File: src/rtl/core/pae_div_pipe.sv
module pae_div_pipe #(
  parameter int DW = 32,
  parameter int QW = 28,
  parameter int SW = 1
) (
  input  logic          clk,
  input  logic          rst_n,
  input  logic          in_valid,
  input  logic [DW-1:0] num_hi,
  input  logic [QW-1:0] num_lo,
  input  logic [DW-1:0] den,
  input  logic [SW-1:0] side_in,
  output logic          out_valid,
  output logic [QW-1:0] quo,
  output logic [SW-1:0] side_out
);

  // Restoring division, one quotient bit per stage; num_hi must be below den.
  logic          vld_r  [QW+1];
  logic [DW-1:0] rem_r  [QW+1];
  logic [DW-1:0] den_r  [QW+1];
  logic [QW-1:0] lo_r   [QW+1];
  logic [QW-1:0] q_r    [QW+1];
  logic [SW-1:0] side_r [QW+1];

  logic [DW:0]   trial   [QW];
  logic [DW:0]   diff    [QW];
  logic          ge      [QW];
  logic [DW-1:0] rem_nxt [QW];

  always_comb begin
    for (int i = 0; i < QW; i++) begin
      trial[i]   = {rem_r[i], lo_r[i][QW-1]};
      diff[i]    = trial[i] - {1'b0, den_r[i]};
      ge[i]      = trial[i] >= {1'b0, den_r[i]};
      rem_nxt[i] = ge[i] ? diff[i][DW-1:0] : trial[i][DW-1:0];
    end
  end

  always_ff @(posedge clk) begin
    if (!rst_n) begin
      for (int i = 0; i <= QW; i++) vld_r[i] <= 1'b0;
    end else begin
      vld_r[0] <= in_valid;
      for (int i = 0; i < QW; i++) vld_r[i+1] <= vld_r[i];
    end
  end

  always_ff @(posedge clk) begin
    rem_r[0]  <= num_hi;
    lo_r[0]   <= num_lo;
    q_r[0]    <= '0;
    den_r[0]  <= den;
    side_r[0] <= side_in;
    for (int i = 0; i < QW; i++) begin
      rem_r[i+1]  <= rem_nxt[i];
      lo_r[i+1]   <= lo_r[i] << 1;
      q_r[i+1]    <= {q_r[i][QW-2:0], ge[i]};
      den_r[i+1]  <= den_r[i];
      side_r[i+1] <= side_r[i];
    end
  end

  assign out_valid = vld_r[QW];
  assign quo       = q_r[QW];
  assign side_out  = side_r[QW];

endmodule

File: config.mk
export PLATFORM = sky130hd
export DESIGN_NAME = pae_div_pipe
export DESIGN_NICKNAME = d
export VERILOG_FILES = /design/src/rtl/core/pae_div_pipe.sv
export SDC_FILE = /design/constraint.sdc
export NUM_CORES = 2
export LEC_CHECK = 0
export BUFFER_PORTS_ARGS = -buffer_cell sky130_fd_sc_hd__buf_2
export CORE_UTILIZATION = 50
export DETAILED_ROUTE_END_ITERATION = 8
export GPL_TIMING_DRIVEN = 0
export PLACE_DENSITY = 0.65
export SETUP_SLACK_MARGIN = 0.2
export SLEW_MARGIN = 20
export SYNTH_ARGS = -nofsm -noshare
export SYNTH_HDL_FRONTEND = slang
export SYNTH_SLANG_ARGS = --single-unit
File: constraint.sdc
create_clock -name clk -period 4.4 [get_ports clk]
set_input_delay 0.66 -clock clk [delete_from_list [all_inputs] [get_ports clk]]
set_output_delay 0.66 -clock clk [all_outputs]
set_load 0.05 [all_outputs]
Word-level counts from Yosys, hierarchy flattened
Memory sizes are Yosys's and may differ from the RTL's.
Cells that the tools add are included.
Storage, ports and cells
  register bits after elaboration: 0
  memory bits (writable): 3538
  input bits: 96
  word-level logic and storage cells: 150
  memories: 6
Memory list
  den_r: words 29, width 32, read ports 28, clocked after memory_dff 0, wr ports 29, RTL line 21  | logic [DW-1:0] den_r [QW+1];
  rem_r: words 29, width 32, read ports 28, clocked after memory_dff 0, wr ports 29, RTL line 20  | logic [DW-1:0] rem_r [QW+1];
  lo_r: words 29, width 28, read ports 28, clocked after memory_dff 0, wr ports 29, RTL line 22  | logic [QW-1:0] lo_r [QW+1];
  q_r: words 29, width 28, read ports 29, clocked after memory_dff 0, wr ports 29, RTL line 23  | logic [QW-1:0] q_r [QW+1];
  side_r: words 29, width 1, read ports 29, clocked after memory_dff 0, wr ports 29, RTL line 24  | logic [SW-1:0] side_r [QW+1];
  vld_r: words 29, width 1, read ports 29, clocked after memory_dff 0, wr ports 29, RTL line 19  | logic vld_r [QW+1];
Cells by class
  $add $sub $neg: 28
  $lt $le $gt $ge: 28
  multiplexer cells: 59
  bitwise gates (word level): 29
Operators with widths (number)
  $ge 33x32->1: 28
  $mux 32: 28
  $sub 32x32->32: 28
  $mux 1: 31
  $or 1x1->1: 29

Depth between registers and ports, before layout
  depth in word-level cells: 2
  mapped depth: 15

Least setup slack after synthesis
OpenSTA, ideal clock, no wires.
  path kind: flip-flop to flip-flop
  start: memory den_r[21][6]
  end: memory rem_r[22][24], in the netlist rem_r[1][216]
  setup time: 0.121 ns
  arrival time: 3.046 ns
  data required time: 4.279 ns
  path slack: 1.234 ns
  stages on the path, launching flop included: 14
  buffers on the path: 1
  cell sequence: dfxtp_1 > inv_1 > ha_1 > a21oi_1 > o21ai_0 > or3_1 > a21oi_2 > o41ai_4 > a31oi_2 > nand2b_1 > a21oi_1 > a2111oi_4 > buf_6 > mux2_2
RTL lines (RTL line)
  from (decl): 21
  to (decl): 20

==> results_dict.tcl <==
set metrics [dict create \
    peakVddDrop_mv 0.4347 \
    total_area_of_sequential_cells_um2 53290 \
    detailedRoute.firstIterationViolations 5238 \
    final_cell_count_no_fill 15143 \
    wire_per_inst_um 18.51 \
    viasPerCell 5.421 \
    max-slew-margin-rel_pct 21.77 \
    share_of_final_layout_standard_cells_stronger_than_drive_strength_1_pct 9.812 \
    skew_ns 0.08312 \
    timing_worst_slew_pin_value_ns 1.144 \
    finalSetupViolations 0 \
    area_delta_synth_final_pct 13.59 \
    clock_insertion_delay_worst_skew_ns 0.95 \
    leakage_nw 57.68 \
    arrival_ns 4.90 \
    post-route-worst-setup-slack_ns 0.2686 \
    clk_root_buffer_cell "clkbuf_16" \
    final_design_area_no_fill_um2 126600 \
    unrepaired_setup_endpoints_after_global_routing "false" \
    worstSetupPathType "reg -> reg" \
    cp-end-kind "register" \
    yosys_most_used_dff "dfxtp_1" \
    die-height_um 474.2 \
    crit_fanout 10 \
    drc 0 \
    tritoncts "yes" \
    area_of_the_multi_input_gates_um2 52620 \
    number_of_buffers_inserted_during_clock_tree_synthesis 289 \
    cts_num_sinks 2662 \
    p_per_area_nw_per_um2 878.5 \
    port_buffers 124 \
    first_global_vias 81317 \
    synth_nets 12487 \
    core_outline_area_um2 220600 \
    core.rowCount 172 \
    yosysTopAreaCellShare_pct 47.81 \
    dp_worst_setup_slack_ns -0.2441 \
    ys_seq_area_share_pct 47.81 \
    final_min_period_over_clock_period_pct 93.89 \
    dp.cells 14550 \
    final_antenna_net_count 0 \
    finalWirelength_um 280300 \
    die_w_um 474.2 \
    gp_congestion 0.9301 \
    track_usage_pct 24.41 \
    antenna_found_initial 4 \
    worst_ep_required_time_ns 5.17 \
    leading_post_synthesis_cells_by_cell_area "dfxtp_1 48%, ha_1 10%, a21oi_1 4.4%" \
    grt_remaining_overflow 0 \
    detail_route.first_pass.iterations 6 \
    grt_start_max_net_pins 17 \
    post_synth.cell_area_avg_um2 9.720 \
    nFillCells 19338 \
    post_synth_instance_area_um2 111500 \
    most_common_library_cell_in_the_layout_ignoring_fill_and_taps "dfxtp_1" \
    routed-via-count 82088 \
    yosys.cell_types.count 100 \
    fraction_of_registers_with_async_set_or_reset_after_synthesis_pct 0 \
    num_io_pins 126 \
    synth_cells 11468 \
    nets 12996 \
    design_power_total_w 0.1112 \
    synth_warnings 0 \
    max_cap_violations 0 \
    die_area_um2 224800 \
    synth-edff-count 0 \
    place_hpwl_um 218600 \
    run_status "finished, final reports clean" \
    start_util_pct 50.53 \
    area_after_detailed_placement_um2 115800 \
    max_clock_freq_mhz 242.1 \
    report.final.slew_viol_count 0 \
    final_cell_mix "2,662 x dfxtp_1, 1,115 x inv_1, 981 x a21oi_1" \
    timing.final.crit_period_ns 4.131 \
    htreeDepth 5 \
    timing.hold.worst.class "in -> reg" \
    netlist.top_cell.by_area "dfxtp_1" \
    cts.clk_slew.worst_paths_ns 0.06 \
    grt_pass1_wl_um 436200 \
    cp-start-kind "register" \
    synth.ff_latch_count 2662 \
    final-hold-violation-count 0 \
    ctsLongestPathBuffers 4 \
]
-- flip-flops by register name, summed over array words and instances, names as in the netlist --
register,flops
q_r,406
rem_r,896
lo_r,406
den_r,896
vld_r,29
side_r,29
-- stage by stage --
| stage | util, % | hold WS (ns) | setup TNS (ns) |
|---|---|---|---|
| after CTS | 57.37 | 0.04112 | 0 |
| final | 57.40 | 0.1004 | 0 |
| after floorplan | - | 0.3096 | 0 |
| after detailed placement | 52.49 | 0.3121 | -0.9727 |
| after global placement | 52.49 | 0.3095 | -0.8924 |
| after global routing | 57.40 | 0.09661 | 0 |
-- Yosys cell counts, types with 111 or more instances --
library cell / n
clkbuf_1: 199
dfxtp_1: 2662
nor3_1: 131
nand4_1: 170
a31oi_1: 113
o21a_1: 121
nand3_1: 188
a21o_1: 383
a21oi_1: 983
nand2_1: 707
inv_1: 1115
o21ai_0: 623
xor2_1: 296
mux2_2: 401
xnor2_1: 433
nor2_1: 660
nand2b_1: 119
nor2b_1: 134
o21bai_1: 111
ha_1: 896
-- worst max-delay path, stage by stage, from the launching register on --
cell and delay (ns):
dfxtp_1 0.40, inv_1 0.07, ha_1 0.37, nor2b_1 0.18, o31a_1 0.29, o211ai_1 0.30, a21boi_1 0.19, a41o_1 0.34
a31oi_1 0.30, o21ai_1 0.22, a21oi_1 0.29, o21a_1 0.17, buf_2 0.24, buf_4 0.29, mux2_2 0.38
-- what timing repair did --
item / in CTS / in global routing
pin swaps: 0 / 1
hold buffers: 94 / 0
setup endpoints to repair: 75 / 246
buffers inserted: 0 / 0
endpoints found under the hold margin: 94 / 0
resized for setup: 11 / 29
-- report_power, final --
| part | switching, W | total [W] | internal, W |
|---|---|---|---|
| sequential | 0.00405 | 0.0353 | 0.0312 |
| combinational | 0.0294 | 0.0515 | 0.0222 |
| clock | 0.00943 | 0.0245 | 0.0150 |
| total | 0.0428 | 0.111 | 0.0684 |
-- worst paths after layout --
| check | from | to | slack (ns) | depth (start not counted) |
|---|---|---|---|---|
| hold reg to reg | q_r[0][141] | q_r[0][170] | 0.26 | 0 |
| setup reg to reg | den_r[4][1] | rem_r[0][187] | 0.27 | 14 |
| hold / removal | rst_n | vld_r[0][11] | 0.10 | 2 |
| setup / recovery | den_r[4][1] | rem_r[0][187] | 0.27 | 14 |
-- logic make-up after synthesis --
logic type | synth area share (%)
AO/OA/AOI/OAI | 15.96
adder cells (fa/ha/maj) | 10.54
AND/OR/NAND/NOR | 10.22
flip-flops | 47.81
buffers and inverters | 5.062
multiplexers | 4.678
XOR/XNOR | 5.728
-- metal layers --
metal,vias to the layer above,global-route usage [%],routed length (µm)
met4,2,9.344,10350
met2,2087,43.02,137300
met5,-,0,9
met3,571,3.114,12740
li1,40618,-,-
met1,38810,30.08,119900
-- cell type report --
class	count	area share (%)
Antenna cell	6	0.01186
Buffer	311	1.171
Clock buffer	392	6.577
Clock inverter	101	1.138
Inverter	1115	3.305
Multi-Input combinational cell	7380	41.55
Sequential cell	2662	42.09
Tap cell	2958	2.923
Timing Repair Buffer	218	1.233
Note: power is estimated with default switching activity, not from simulation.
