$ cat config.mk
export PLATFORM = sky130hd
export DESIGN_NAME = pae_isqrt_pipe
export DESIGN_NICKNAME = d
export VERILOG_FILES = /design/src/rtl/core/pae_isqrt_pipe.sv
export SDC_FILE = /design/constraint.sdc
export NUM_CORES = 2
export LEC_CHECK = 0
export BUFFER_PORTS_ARGS = -buffer_cell sky130_fd_sc_hd__clkbuf_2
export CAP_MARGIN = 30
export CORE_MARGIN = 2
export CORE_UTILIZATION = 50
export DETAILED_ROUTE_END_ITERATION = 10
export GPL_TIMING_DRIVEN = 0
export HOLD_SLACK_MARGIN = 0.15
export PLACE_DENSITY_LB_ADDON = 0.05
export SLEW_MARGIN = 20
export SYNTH_ARGS = -nofsm -noshare
export SYNTH_HDL_FRONTEND = slang
export SYNTH_MEMORY_MAX_BITS = 65536
export SYNTH_SLANG_ARGS = --single-unit
$ cat constraint.sdc
create_clock -name clk -period 3.35 [get_ports clk]
set_input_delay 0.335 -clock clk [delete_from_list [all_inputs] [get_ports clk]]
set_output_delay 0.335 -clock clk [all_outputs]
set_load 0.02 [all_outputs]
$ cat src/rtl/core/pae_isqrt_pipe.sv
module pae_isqrt_pipe #(
  parameter int SW = 1
) (
  input  logic          clk,
  input  logic          rst_n,
  input  logic          in_valid,
  input  logic [63:0]   rad,
  input  logic [SW-1:0] side_in,
  output logic          out_valid,
  output logic [31:0]   root,
  output logic [SW-1:0] side_out
);

  localparam int NSTEP = 32;

  logic          vld_r  [NSTEP+1];
  logic [63:0]   x_r    [NSTEP+1];
  logic [63:0]   r_r    [NSTEP+1];
  logic [SW-1:0] side_r [NSTEP+1];

  logic [63:0] bitv  [NSTEP];
  logic [63:0] trial [NSTEP];
  logic        ge    [NSTEP];
  logic [63:0] x_nxt [NSTEP];
  logic [63:0] r_nxt [NSTEP];

  // One result bit per stage, highest first.
  always_comb begin
    for (int i = 0; i < NSTEP; i++) begin
      bitv[i]  = 64'd1 << (62 - 2 * i);
      trial[i] = r_r[i] + bitv[i];
      ge[i]    = x_r[i] >= trial[i];
      x_nxt[i] = ge[i] ? x_r[i] - trial[i] : x_r[i];
      r_nxt[i] = ge[i] ? (r_r[i] >> 1) + bitv[i] : r_r[i] >> 1;
    end
  end

  always_ff @(posedge clk) begin
    if (!rst_n) begin
      for (int i = 0; i <= NSTEP; i++) vld_r[i] <= 1'b0;
    end else begin
      vld_r[0] <= in_valid;
      for (int i = 0; i < NSTEP; i++) vld_r[i+1] <= vld_r[i];
    end
  end

  always_ff @(posedge clk) begin
    x_r[0]    <= rad;
    r_r[0]    <= '0;
    side_r[0] <= side_in;
    for (int i = 0; i < NSTEP; i++) begin
      x_r[i+1]    <= x_nxt[i];
      r_r[i+1]    <= r_nxt[i];
      side_r[i+1] <= side_r[i];
    end
  end

  assign out_valid = vld_r[NSTEP];
  assign root      = r_r[NSTEP][31:0];
  assign side_out  = side_r[NSTEP];

endmodule

## After elaboration in Yosys (flattened, before gate mapping)

Memories as Yosys holds them, arrays and structs flattened.
Index checks and enable logic that the tools add are counted.

| operators by class | value |
|---|---|
| bitwise logic cells | 33 |
| muxes and demuxes | 99 |
| order comparisons | 32 |
| $add $sub $neg | 96 |

Operators by type and width:

| kind | number |
|---|---|
| 64-bit 2-to-1 mux | 64 |
| 64-bit >= comparator | 32 |
| 64-bit subtractor | 32 |
| 63-bit by 1-bit adder with 64-bit output, second input constant | 1 |
| 63-bit by 11-bit adder with 64-bit output, second input constant | 1 |
| 63-bit by 13-bit adder with 64-bit output, second input constant | 1 |
| 63-bit by 15-bit adder with 64-bit output, second input constant | 1 |
| 63-bit by 17-bit adder with 64-bit output, second input constant | 1 |
| 63-bit by 19-bit adder with 64-bit output, second input constant | 1 |
| 63-bit by 21-bit adder with 64-bit output, second input constant | 1 |
| 63-bit by 23-bit adder with 64-bit output, second input constant | 1 |
| 63-bit by 25-bit adder with 64-bit output, second input constant | 1 |
| 63-bit by 27-bit adder with 64-bit output, second input constant | 1 |
| 63-bit by 29-bit adder with 64-bit output, second input constant | 1 |
| 63-bit by 3-bit adder with 64-bit output, second input constant | 1 |
| 63-bit by 31-bit adder with 64-bit output, second input constant | 1 |
| 63-bit by 33-bit adder with 64-bit output, second input constant | 1 |
| 63-bit by 35-bit adder with 64-bit output, second input constant | 1 |
| 63-bit by 37-bit adder with 64-bit output, second input constant | 1 |
| 63-bit by 39-bit adder with 64-bit output, second input constant | 1 |
| 63-bit by 41-bit adder with 64-bit output, second input constant | 1 |
| 63-bit by 43-bit adder with 64-bit output, second input constant | 1 |
| 63-bit by 45-bit adder with 64-bit output, second input constant | 1 |
| 63-bit by 47-bit adder with 64-bit output, second input constant | 1 |
| other kinds (45) | 111 |

| word-level totals | value |
|---|---|
| memories kept | 4 |
| logic and storage cells | 264 |
| register bits | 0 |
| RAM bits | 4290 |

Memory list:

| memory | words | bits a word | read ports | clocked after Yosys merged registers in | wr ports | line | source |
|---|---|---|---|---|---|---|---|
| r_r | 33 | 64 | 33 | 0 | 33 | 18 | `logic [63:0] r_r [NSTEP+1];` |
| x_r | 33 | 64 | 32 | 0 | 33 | 17 | `logic [63:0] x_r [NSTEP+1];` |
| side_r | 33 | 1 | 33 | 0 | 33 | 19 | `logic [SW-1:0] side_r [NSTEP+1];` |
| vld_r | 33 | 1 | 33 | 0 | 33 | 16 | `logic vld_r [NSTEP+1];` |

## Depth between registers and ports, before layout

An unclocked memory read counts as a cell.

| logic depth | value |
|---|---|
| depth in word-level cells | 4 |
| depth in mapped cells | 15 |

## Worst setup path after synthesis

Ideal clock, no wire load.

| path | value |
|---|---|
| path type | reg2reg |
| from | memory r_r[23][37] (netlist: r_r[0][1509]) |
| to | memory x_r[24][58] (netlist: x_r[0][1594]) |
| library setup time | 72 ps |
| cell stages (with the launch flop) | 13 |
| data arrival time | 3230 ps |
| clock period less this slack | 3302 ps |
| path slack | 48 ps |
| path through | dfxtp_1 inv_1 ha_1 and3_1 and3_1 nand4_1 or4_1 nand4_1 nand4b_2 or4b_1 or4_4 nor3_2 xor2_1 |

RTL lines:

| what | line |
|---|---|
| start: declaration | 18 |
| end: declaration | 17 |

==> impl_metrics.ini <==
[sta]
rsz0062_at_grt = true
clock_skew_ns = 0.0949
min_period_over_period_pct = 108
final_max_slew_viol_count = 0
timing.fmax_mhz = 277
min_period_ns = 3.62
tns_ns = -1.63
worstMarginPinSlew_ns = 0.928
maxSlewHeadroom_pct = 37.6
setup_violations = 23
finalHoldViolCount = 0
fin_ws_ns = -0.266

[min_path]
hold_depth = 3
hold_path_startpoint = rst_n
hold_class = input pin to register
whs_endpoint = vld_r[1][15]$_SDFF_PN0_

[floorplanning]
dieArea_um2 = 198000
coreArea_um2 = 194000
die_w_um = 445
fp-row-count = 162
boundaryPins = 102
initial_core_util_pct = 50.1
die_h_um = 445

[drt]
via_count = 70541
wire_per_inst_um = 19.7
drc = 0
firstDrtPassIters = 5
vias_per_cell = 5.41
drt_iter0_drc = 4429
ant_nets = 0
routed_wirelength_um = 257000

[logic_synthesis]
ys.flop_type = dfxtp_1
async_reset_ff_share_pct = 0
muxShareOfSynthArea_pct = 1.06
syn_nets = 10261
yosys-top-cells-count = dfxtp_1, inv_1, nor2_1
ys_seq_area_share_pct = 54.3
synth-simple-area-share_pct = 15.1
ys_warn_count = 0
yosysTopAreaCellShare_pct = 54.3
synth.distinct_cells = 97
yosys.area_share.xor_xnor_pct = 7.88
synth_top_family_by_area = simple AND/OR/NAND/NOR gates
synthAdderAreaFrac_pct = 7.16
synth_top_area_cell = dfxtp_1
synth-seq-cells = 2642
yosysMostFrequentCell = dfxtp_1
postSynthCellCount = 9635
synth_compound_area_share_pct = 11.1
syn_area_per_cell_um2 = 10.1
synth_edf_count = 0
ys_top_cells_by_area = dfxtp_1, ha_1, xnor2_1, xor2_1, a21oi_1
syn_area_um2 = 97500

[cts]
cts_root_buf = clkbuf_16
clk_pin_slew_ns = 0.06
cts_buffers = 285
cts_sinks = 2642
clk_latency_ns = 0.93
cts_htree_levels = 5
clockBufferDepth = 4
cts_tree = yes

[cells_and_area]
n_fill_cell = 16330
area_growth_syn_to_layout_pct = 21.0
num-nets-final = 10923
drive_gt1_share_pct = 15.2

[pwr]
pwr-share-clk_pct = 30.9
sw_frac_of_total_pct = 31.7
p_sw_mw = 31.8
power.share.sequential_pct = 44.5
power.density_nw_per_um2 = 851
p_int_mw = 68.5
leakagePower_nw = 53.0
combPwrFrac_pct = 24.6
vdd_ir_drop_max_v = 0.000581

[run_status]
outcome = complete, but fails checks
violations = negative setup slack

[grt]
grt_max_degree = 20
antenna_found_initial = 12
grt_pass1_wl_um = 397000
grtUsageTotal_pct = 25.1
grt_overflow = 0
grt_pass1_vias = 70063

[flow_run]
drv_cap = 0

[critical_path]
startpoint_type = register
end_kind = register
arrival_ns = 4.43
critPathRequiredTime_ns = 4.16
timing.rr.start = r_r[0][1509]$_DFF_P_
crit_buf_inv = 3
reg2regPathDepth = 14
path_delay_family = simple AND/OR/NAND/NOR gates
crit_slowest_cell = or4_4
critical_path_peak_fanout = 4
startpoint = r_r[0][1509]$_DFF_P_
crit-reg2reg-capture = x_r[0][1598]$_DFF_P_
critical_path_class = register to register
rrSetupSlack_ns = -0.27
max_stage_delay_ns = 0.62
path_cells = inv_2 > ha_4 > and3_4 > and3_4 > nand4_1 > buf_6 > or4_4 > nand4_1 > nand4b_4 > or4b_4 > or4_4 > buf_6 > nor2_4 > xor2_1

[placed_design]
portBuffers = 101
dp_hpwl_um = 195000
dp_slack_ns = -1.66
place_congestion = 0.913
==> area by class of cell <==
cell class | instances | area, um2 | area share [%]
Timing Repair Buffer | 444 | 3560 | 3.02
Buffer | 115 | 803 | 0.681
Tap cell | 2542 | 3180 | 2.70
Clock inverter | 93 | 1200 | 1.02
Clock buffer | 392 | 8150 | 6.91
Sequential cell | 2642 | 53000 | 44.9
Antenna cell | 4 | 10.0 | 0.00849
Inverter | 692 | 2610 | 2.21
Multi-Input combinational cell | 6117 | 45400 | 38.5
==> how the worst max path moves through the flow <==
stage / cells past startpoint / slack, ns / end
floorplan: 12 / 0.05 / x_r[0][1594]$_DFF_P_
global placement: 13 / -1.84 / x_r[0][1888]$_DFF_P_
detailed placement: 12 / -1.66 / x_r[0][1510]$_DFF_P_
CTS: 13 / -0.24 / x_r[0][1594]$_DFF_P_
global route: 13 / -0.33 / x_r[0][1968]$_DFF_P_
finish: 14 / -0.27 / x_r[0][1598]$_DFF_P_
==> cells by family (layout without fill, tap and decap cells) <==
family | after synthesis | in the layout
compound gates | 1765 | 1765
simple gates | 2824 | 2824
mux | 93 | 93
fa+ha+maj | 558 | 558
other cells | 0 | 4
buf+inv | 876 | 1736
flops | 2642 | 2642
xor+xnor | 877 | 877
==> power by group through the flow <==
stage	Sequential [mW]	Combinational (mW)	Clock, mW
2_1_floorplan	42.3	17.1	0
3_5_place_dp	44.8	21.9	0
4_1_cts	44.4	23.3	31.6
5_1_grt	45.4	27.2	33.0
6_report	44.7	24.6	31.0
3_3_place_gp	44.8	21.7	0
==> tightest hold or removal path: cells and delay by family <==
family	cells	cell delay, ns
buffers and inverters	2	0.66
AND/OR/NAND/NOR	1	0.12
==> per-stage QoR <==
step / hold WS, ns / power (mW) / cell area, um2 / std cells / utilization (%)
2_1_floorplan: 0.310 / 59.3 / 97500 / 9635 / -
3_3_place_gp: 0.310 / 66.5 / 101000 / 12278 / 52.0
3_5_place_dp: 0.314 / 66.7 / 101000 / 12284 / 52.1
4_1_cts: 0.219 / 99.3 / 115000 / 12985 / 59.2
5_1_grt: 0.255 / 106 / 118000 / 13038 / 60.7
6_report: 0.275 / 100 / 118000 / 13041 / 60.7
==> registers in the layout, indices dropped and copies added (netlist names) <==
signal	cells
x_r	2048
r_r	528
side_r	33
vld_r	33
==> metal layers <==
metal,GRT usage (%),part of all wire (%)
met4,5.64,1.9
met1,35.0,47
met2,41.7,47
met3,3.17,4.3
met5,0,0.0051
==> layout by cell type, fill, tap and decap left out, types with 42 or more instances in the layout <==
cell / n
dfxtp_1: 2582
inv_1: 677
nand2_1: 598
nor2_1: 570
a21oi_1: 569
ha_1: 450
xnor2_1: 439
xor2_1: 416
o21ai_0: 386
clkbuf_16: 290
nor4_1: 261
nor3_1: 226
a21o_1: 221
buf_4: 190
nand4_1: 153
nand3_1: 133
dlygate4sd3_1: 133
clkbuf_2: 132
nand2b_1: 98
or3_1: 81
clkbuf_1: 81
o21a_1: 77
mux2_2: 75
nor2b_1: 71
ha_4: 70
and2_1: 64
clkbuf_8: 62
dfxtp_2: 55
o21bai_1: 48
or4_1: 43
and3_1: 42
==> what timing repair did <==
action / CTS / global route
resized for setup: 568 / 505
endpoints found under the hold margin: 98 / 0
cloned: 2 / 2
pin swaps: 128 / 166
hold buffers: 133 / 0
setup endpoints to repair: 819 / 721
buffers inserted: 130 / 72
(Power assumes the default switching activity.)
