**config.mk**
```make
export PLATFORM = sky130hd
export DESIGN_NAME = pae_axis
export DESIGN_NICKNAME = d
export VERILOG_FILES = /design/src/rtl/core/pae_pkg.sv /design/src/rtl/core/pae_axis.sv
export SDC_FILE = /design/constraint.sdc
export NUM_CORES = 2
export LEC_CHECK = 0
export BUFFER_PORTS_ARGS = -buffer_cell sky130_fd_sc_hd__buf_2
export CORE_MARGIN = 4
export CORE_UTILIZATION = 34
export DETAILED_ROUTE_END_ITERATION = 10
export HOLD_SLACK_MARGIN = 0.06
export MAX_ROUTING_LAYER = met4
export PLACE_DENSITY = 0.61
export SETUP_SLACK_MARGIN = 0.3
export SLEW_MARGIN = 5
export SYNTH_ARGS = -nofsm -noshare
export SYNTH_HDL_FRONTEND = slang
export SYNTH_SLANG_ARGS = --single-unit
```
**constraint.sdc**
```tcl
create_clock -name clk -period 9 [get_ports clk]
set_input_delay 0 -clock clk [delete_from_list [all_inputs] [get_ports clk]]
set_output_delay 0 -clock clk [all_outputs]
set_load 0.01 [all_outputs]
```
**src/rtl/core/pae_pkg.sv**
```systemverilog
package pae_pkg;

  // Acceleration length limit, 3000.0 in Q16.16, and its square.
  localparam logic [27:0] ACC_LIMIT = 28'd196608000;
  localparam logic [63:0] ACC_LIMIT_SQ = 64'd38654705664000000;

  // -9.8 in Q16.16, rounded to nearest.
  localparam logic signed [29:0] GRAVITY_Y = -30'sd642253;

  localparam logic [31:0] Q_POS_SAT = 32'h7FFF_FFFF;
  localparam logic [31:0] Q_NEG_SAT = 32'h8000_0000;

  typedef enum logic [2:0] {
    CFG_TIME_STEP    = 3'd0,
    CFG_WALL_DAMPING = 3'd1,
    CFG_BOX_MAX_X    = 3'd2,
    CFG_BOX_MAX_Y    = 3'd3,
    CFG_BOX_MAX_Z    = 3'd4
  } cfg_idx_t;

  // One axis of a particle while the acceleration is being formed.
  typedef struct packed {
    logic        neg;
    logic [31:0] amag;
    logic [31:0] pos;
    logic [31:0] vel;
  } lane_t;

  function automatic logic [31:0] sat32(input logic signed [35:0] x);
    logic [31:0] r;
    if (x > 36'sh07FFFFFFF) begin
      r = Q_POS_SAT;
    end else if (x < -36'sh080000000) begin
      r = Q_NEG_SAT;
    end else begin
      r = x[31:0];
    end
    return r;
  endfunction

endpackage

```
**src/rtl/core/pae_axis.sv**
```systemverilog
module pae_axis
  import pae_pkg::*;
(
  input  logic               clk,
  input  logic               rst_n,
  input  logic               in_valid,
  input  logic signed [29:0] acc,
  input  logic [31:0]        pos,
  input  logic [31:0]        vel,
  input  logic [16:0]        step_q,
  input  logic signed [17:0] damp_q,
  input  logic [30:0]        box_max,
  output logic               out_valid,
  output logic [31:0]        new_pos,
  output logic [31:0]        new_vel,
  output logic [31:0]        eval_vel
);

  logic [6:0] vld_r;

  // Stage 1: acceleration times step.
  logic [29:0] amag;
  logic [46:0] aprod;
  logic [29:0] m1_r;
  logic        n1_r;
  logic [31:0] p1_r, vo1_r;

  // Stage 2: velocity.
  logic signed [35:0] s2;
  logic [31:0] v2_r, p2_r, vo2_r;

  // Stage 3: velocity times step.
  logic [31:0] vmag3;
  logic [48:0] vprod;
  logic [32:0] m3_r;
  logic        n3_r;
  logic [31:0] v3_r, p3_r, vo3_r;

  // Stage 4: position.
  logic signed [35:0] s4;
  logic [31:0] p4_r, v4_r, vo4_r;

  // Stage 5: walls.
  logic        hit_hi, hit_lo;
  logic [31:0] vmag5;
  logic [17:0] dmag;
  logic [49:0] dprod;
  logic [33:0] m5_r;
  logic        n5_r, damp5_r;
  logic [31:0] p5_r, v5_r, vo5_r;

  // Stage 6: damped velocity.
  logic signed [35:0] s6;
  logic [31:0] v6_r, p6_r, vo6_r;

  // Stage 7: mean velocity.
  logic signed [32:0] s7;
  logic signed [32:0] e7;
  logic [31:0] p7_r, v7_r, e7_r;

  always_comb begin
    amag  = acc[29] ? 30'(-acc) : 30'(acc);
    aprod = 47'(amag) * 47'(step_q);
    s2    = $signed({{4{vo1_r[31]}}, vo1_r})
          + (n1_r ? -$signed({6'b0, m1_r}) : $signed({6'b0, m1_r}));
    vmag3 = v2_r[31] ? 32'(-v2_r) : v2_r;
    vprod = 49'(vmag3) * 49'(step_q);
    s4    = $signed({{4{p3_r[31]}}, p3_r})
          + (n3_r ? -$signed({3'b0, m3_r}) : $signed({3'b0, m3_r}));
    hit_hi = $signed({p4_r[31], p4_r}) >= $signed({2'b0, box_max});
    hit_lo = p4_r[31];
    vmag5  = v4_r[31] ? 32'(-v4_r) : v4_r;
    dmag   = damp_q[17] ? 18'(-damp_q) : 18'(damp_q);
    dprod  = 50'(vmag5) * 50'(dmag);
    s6     = n5_r ? -$signed({2'b0, m5_r}) : $signed({2'b0, m5_r});
    s7     = $signed({vo6_r[31], vo6_r}) + $signed({v6_r[31], v6_r});
    // Round toward zero: bias negative sums up by one before the shift.
    e7     = (s7 + $signed({32'b0, s7[32]})) >>> 1;
  end

  always_ff @(posedge clk) begin
    if (!rst_n) begin
      vld_r <= '0;
    end else begin
      vld_r <= {vld_r[5:0], in_valid};
    end
  end

  always_ff @(posedge clk) begin
    m1_r  <= aprod[45:16];
    n1_r  <= acc[29];
    p1_r  <= pos;
    vo1_r <= vel;

    v2_r  <= sat32(s2);
    p2_r  <= p1_r;
    vo2_r <= vo1_r;

    m3_r  <= vprod[48:16];
    n3_r  <= v2_r[31];
    v3_r  <= v2_r;
    p3_r  <= p2_r;
    vo3_r <= vo2_r;

    p4_r  <= sat32(s4);
    v4_r  <= v3_r;
    vo4_r <= vo3_r;

    m5_r    <= dprod[49:16];
    n5_r    <= v4_r[31] ^ damp_q[17];
    damp5_r <= hit_hi | hit_lo;
    p5_r    <= hit_hi ? {1'b0, box_max} : (hit_lo ? 32'd0 : p4_r);
    v5_r    <= v4_r;
    vo5_r   <= vo4_r;

    v6_r  <= damp5_r ? sat32(s6) : v5_r;
    p6_r  <= p5_r;
    vo6_r <= vo5_r;

    p7_r <= p6_r;
    v7_r <= v6_r;
    e7_r <= e7[31:0];
  end

  assign out_valid = vld_r[6];
  assign new_pos   = p7_r;
  assign new_vel   = v7_r;
  assign eval_vel  = e7_r;

endmodule

```
Word level (Yosys, flattened, before mapping)
Index checks and enable logic that the tools add are counted.
{"block": "totals", "ramBits": 0, "reg_bits": 748, "latch_bits": 0, "out_inout_bits": 97, "n_memories": 0, "romBits": 0}
{"block": "classes", "reduce_logical": 0, "n_div": 0, "n_lt_le_gt_ge": 7, "n_mul": 3, "bitwise": 2, "n_shift": 0, "mux": 14, "add_sub_neg": 11, "n_eq_ne": 0}
{"op": "$mux W32", "count": 7}
{"op": "$gt A36 B32 Y1 const B", "count": 3}
{"op": "$lt A36 B32 Y1 const B", "count": 3}
{"op": "$mux W36", "count": 3}
{"op": "$add A32 B36 Y36", "count": 2}
{"op": "$neg A32 Y32", "count": 2}
{"op": "$mux W31", "count": 2}
{"op": "$mul A32 B18 Y50", "count": 1}
{"op": "$mul A32 B17 Y49", "count": 1}
{"op": "$mul A30 B17 Y46", "count": 1}
{"op": "$neg A30 Y36", "count": 1}
{"op": "$neg A33 Y36", "count": 1}
{"op": "$neg A34 Y36", "count": 1}
{"op": "$add A32 B32 Y33", "count": 1}
{"op": "$add A33 B2 Y33", "count": 1}
{"op": "$ge A32 B32 Y1", "count": 1}
{"op": "$mux W30", "count": 1}
{"op": "$neg A30 Y30", "count": 1}
{"op": "$mux W18", "count": 1}
{"op": "$neg A18 Y18", "count": 1}
{"op": "$or A1 B1 Y1", "count": 1}
{"op": "$xor A1 B1 Y1", "count": 1}

Depth between registers and ports, before layout
{"block": "depth", "word_depth": 6, "ltp_mapped": 36}

Worst setup path before layout
Ideal clock, no wire load.
{"block": "synth_timing", "path_type": "register -> register", "from": "register v2_r[2]", "to": "register m3_r[32]", "t_required_ns": 8.928, "slack_ns": 0.459, "path_stages_with_launch": 32, "setup_ns": 0.072, "arrival_time_ns": 8.469, "path_buffers": 1, "synth_period_minus_slack_ns": 8.541, "path_cell_list": "dfxtp_1 > nor4_1 > nand2_1 > or4_1 > nor2_1 > nand2_1 > or3_1 > or4_1 > o21ai_0 > xnor2_1 > clkbuf_1 > nand2_1 > fa_1 > fa_1 > fa_1 > inv_1 > fa_1 > fa_1 > inv_1 > fa_1 > inv_1 > ha_1 > a21o_1 > a21o_1 > a21o_1 > a21oi_1 > o21ai_0 > a2111oi_0 > o31a_1 > o41ai_1 > a21oi_1 > xnor2_1"}
{"block": "synth_between", "elab_chain_len": 3}
{"item": "start, declared", "line": "pae_axis.sv:30", "source": "logic [31:0] v2_r, p2_r, vo2_r;"}
{"item": "start signal, assigned", "line": "pae_axis.sv:95", "source": "v2_r <= sat32(s2);"}
{"item": "$neg A32 Y32", "line": "pae_axis.sv:66", "source": "vmag3 = v2_r[31] ? 32'(-v2_r) : v2_r;"}
{"item": "$mux W32 *", "line": "pae_axis.sv:66"}
{"item": "$mul A32 B17 Y49 *", "line": "pae_axis.sv:67", "source": "vprod = 49'(vmag3) * 49'(step_q);"}
{"item": "named net vprod[48]", "line": "pae_axis.sv:34", "source": "logic [48:0] vprod;"}
{"item": "end signal, assigned", "line": "pae_axis.sv:99", "source": "m3_r <= vprod[48:16];"}
{"item": "end, declared", "line": "pae_axis.sv:35", "source": "logic [32:0] m3_r;"}
Mark *: on every way through the listed nets, which the timed path passes. The rest lies on a longest branch.
A chain may end at the register's enable or synchronous reset.

Final worst setup path
{"block": "layout_timing", "from": "register v2_r[4]", "to": "register m3_r[32]"}
The elaborated chain is that of the path after synthesis.

==> flow_summary_export.csv <==
group,metric,value,unit
run_status,status,"finished, violations left",
run_status,violations,"design-rule violations",
detailed_routing,via_count,57480,
timing,maxSlewHeadroom,0.1405,
clock_tree,cts_tree,"built",
clock_tree,numCtsBuffers,78,
detailed_routing,antenna_left,0,
critical_path,cp.arrival,9060,ps
floorplanning,io_pins,260,
critical_path,critPathMaxStageDelay,550,ps
timing,rsz0062_at_grt,"false",
yosys,async_reset_ff_frac,0,
yosys,avgSynthCellArea,9.239,µm²
final_layout,final_cell_area,87310,µm²
timing,drv_slew,0,
final_layout,fillCellCount,21800,
final_layout,nets,10690,
critical_path,timing.rr.end,"m3_r[32]",
yosys,synthTopCellsByArea,"fa_1, dfxtp_1, ha_1",
clock_tree,cts_buffer_depth,3,
critical_path,slowest_stage,"fa_1",
global_routing,grt_max_degree,65,
timing,worst_pin_slew,1280,ps
timing,max_freq,118.8,MHz
global_routing,first_global_vias,61650,
floorplanning,num_rows,172,
critical_path,critPathLaunch,"v2_r[4]",
critical_path,endpoint,"m3_r[32]",
yosys,synth_fp_nets,10200,
clock_tree,htree_levels,3,
floorplanning,fp.dieH,479.9,µm
yosys,postSynthCellCount,8196,
final_layout,syn_to_final_growth,15.30,%
floorplanning,die_x,479.9,µm
place,place_congestion,0.9288,
critical_path,reg2reg_depth,31,
critical_path,startpoint_type,"flop",
detailed_routing,drt_pass1_iterations,8,
critical_path,cpLargestDelayFamily,"adder cells",
timing,tns,0,ps
detailed_routing,viasPerCell,4.906,
floorplanning,core_area,220600,µm²
critical_path,crit_top_cell,"fa_1",
place,port_buffers,258,
critical_path,critical_path.max_fanout,11,
hold_path,hold_class,"primary input to flop",
critical_path,r2r_slack,580,ps
critical_path,path_class,"flop to flop",
clock_tree,clock-sinks,744,
yosys,synthTopCellsByCount,"inv_1, fa_1, nand2_1, dfxtp_1, ha_1",
final_layout,drive_gt1_frac,0.09259,
clock_tree,cts.clk_slew.worst_paths,60,ps
detailed_routing,drt_iter0_markers,3592,
critical_path,worst-path-buf-inv,6,
detailed_routing,drt_wl_total,221.2,mm
yosys,yosys.area.top_type_share,0.3553,
floorplanning,initial_core_util,0.3433,
final_layout,largest_reg_flops,34,
timing,fin_crit,8416,ps
critical_path,cp-end-kind,"flop",
critical_path,reg2reg_from,"v2_r[4]",
yosys,ys_ff_latch,744,
yosys,yosysMostFrequentCell,"inv_1",
yosys,synth_edf_count,0,
final_layout,final_core_util,0.3958,
global_routing,grt_pass1_wl,348.7,mm
hold_path,whs_path_depth,3,
timing,period_share,0.9351,
global_routing,grt_use_total,0.1985,
yosys,yosysTopAreaCell,"fa_1",
clock_tree,clockRootBuffer,"clkbuf_16",
run,maxCapViolations,0,
yosys,synth_seq_area_share,0.1967,
critical_path,worstPathRequired,9640,ps
timing,clock_skew,46.27,ps
timing,hold_viol,0,
yosys,ys_warn_count,0,
yosys,synth.distinct_cells,85,
timing,hold_ws,102.5,ps
global_routing,antenna_found_initial,21,
critical_path,crit_cells,31,
yosys,syn-cell-area,75720,µm²
detailed_routing,route.detailed.drc,2,
final_layout,regMostFlops,"m5_r",
clock_tree,clock_latency,710,ps
detailed_routing,avgRoutedWirePerCell,18.88,µm
floorplanning,dieArea,230300,µm²
final_layout,largestRegisters,"m5_r: 34 flops, m3_r: 33 flops",
place,hpwl,177.6,mm
global_routing,grt-ovfl-total,0,
timing,setup_viol,0,
place,placed_area,81860,µm²
yosys,synth_flop_cell,"dfxtp_1",
metal layers:
layer | track usage | vias up | wire, µm | part of all wire
met5 | - | - | 0 | 0
met3 | 0.02803 | 464 | 13470 | 0.061
met2 | 0.3369 | 1931 | 109900 | 0.50
li1 | - | 26040 | - | -
met4 | 0.07546 | 0 | 9086 | 0.041
met1 | 0.2397 | 29040 | 88740 | 0.40
how the worst min path moves through the flow:
stage / startpoint / end
floorplan: acc[29] / n1_r
global placement: pos[21] / p1_r[21]
detailed placement: vel[19] / vo1_r[19]
CTS: box_max[13] / p5_r[13]
global route: box_max[26] / p5_r[26]
finish: box_max[13] / p5_r[13]
kinds of logic after synthesis:
group                    share of synthesized area
AND/OR/NAND/NOR                             0.1463
buffers and inverters                      0.09542
adder cells (fa/ha/maj)                     0.4376
AO/OA/AOI/OAI                              0.07657
flip-flops                                  0.1967
XOR/XNOR                                   0.04694
multiplexers                             0.0004131
other                                   0.00004952
area by class of cell:
type | count | area, µm² | area share
Antenna cell | 9 | 22.52 | 0.0002580
Multi-Input combinational cell | 5536 | 54320 | 0.6222
Timing Repair Buffer | 732 | 5489 | 0.06287
Sequential cell | 744 | 14900 | 0.1706
Clock inverter | 51 | 768.2 | 0.008799
Tap cell | 2958 | 3701 | 0.04239
Inverter | 1591 | 5972 | 0.06840
Clock buffer | 94 | 2132 | 0.02442
worst register-to-register path: cells and delay by family, from the launching register on:
family | cells | cell delay, ps
adders and majority gates | 7 | 3350
DFF | 1 | 320
AOI/OAI and AO/OA | 9 | 2050
xor gates and xnor gates | 2 | 440
buffers and inverters | 6 | 820
and+or+nand+nor | 7 | 1360
repair_timing:
action,CTS,global route
resized for setup,18,82
hold buffers,189,0
setup buffers,1,17
hold endpoints to repair,105,0
endpoints found under the setup margin,17,24
pin swaps,1,17
cells in the final DEF, fill, tap and decap left out, types with 62 or more instances in the layout:
master	Yosys	layout
a21oi_1	196	192
dlygate4sd3_1	0	189
ha_1	498	492
nor2_1	387	387
buf_4	2	273
and2_1	418	418
o21ai_0	229	219
fa_1	1344	1342
xor2_1	127	118
buf_2	8	254
nand2_1	1170	1169
xnor2_1	277	247
clkbuf_16	0	78
dfxtp_1	744	741
inv_1	1590	1589
a21o_1	105	105
o31ai_1	66	62
nor3_1	68	66
through the flow:
stage	cells	setup slack (ps)
after floorplan	8196	458.7
after global placement	11350	-103.1
after detailed placement	11350	-186.5
after CTS	11690	312.5
after global routing	11710	262.5
final	11720	583.8
Power is not shown: default switching activity piles up to over one toggle a cycle in this logic, so the estimate is an artifact.
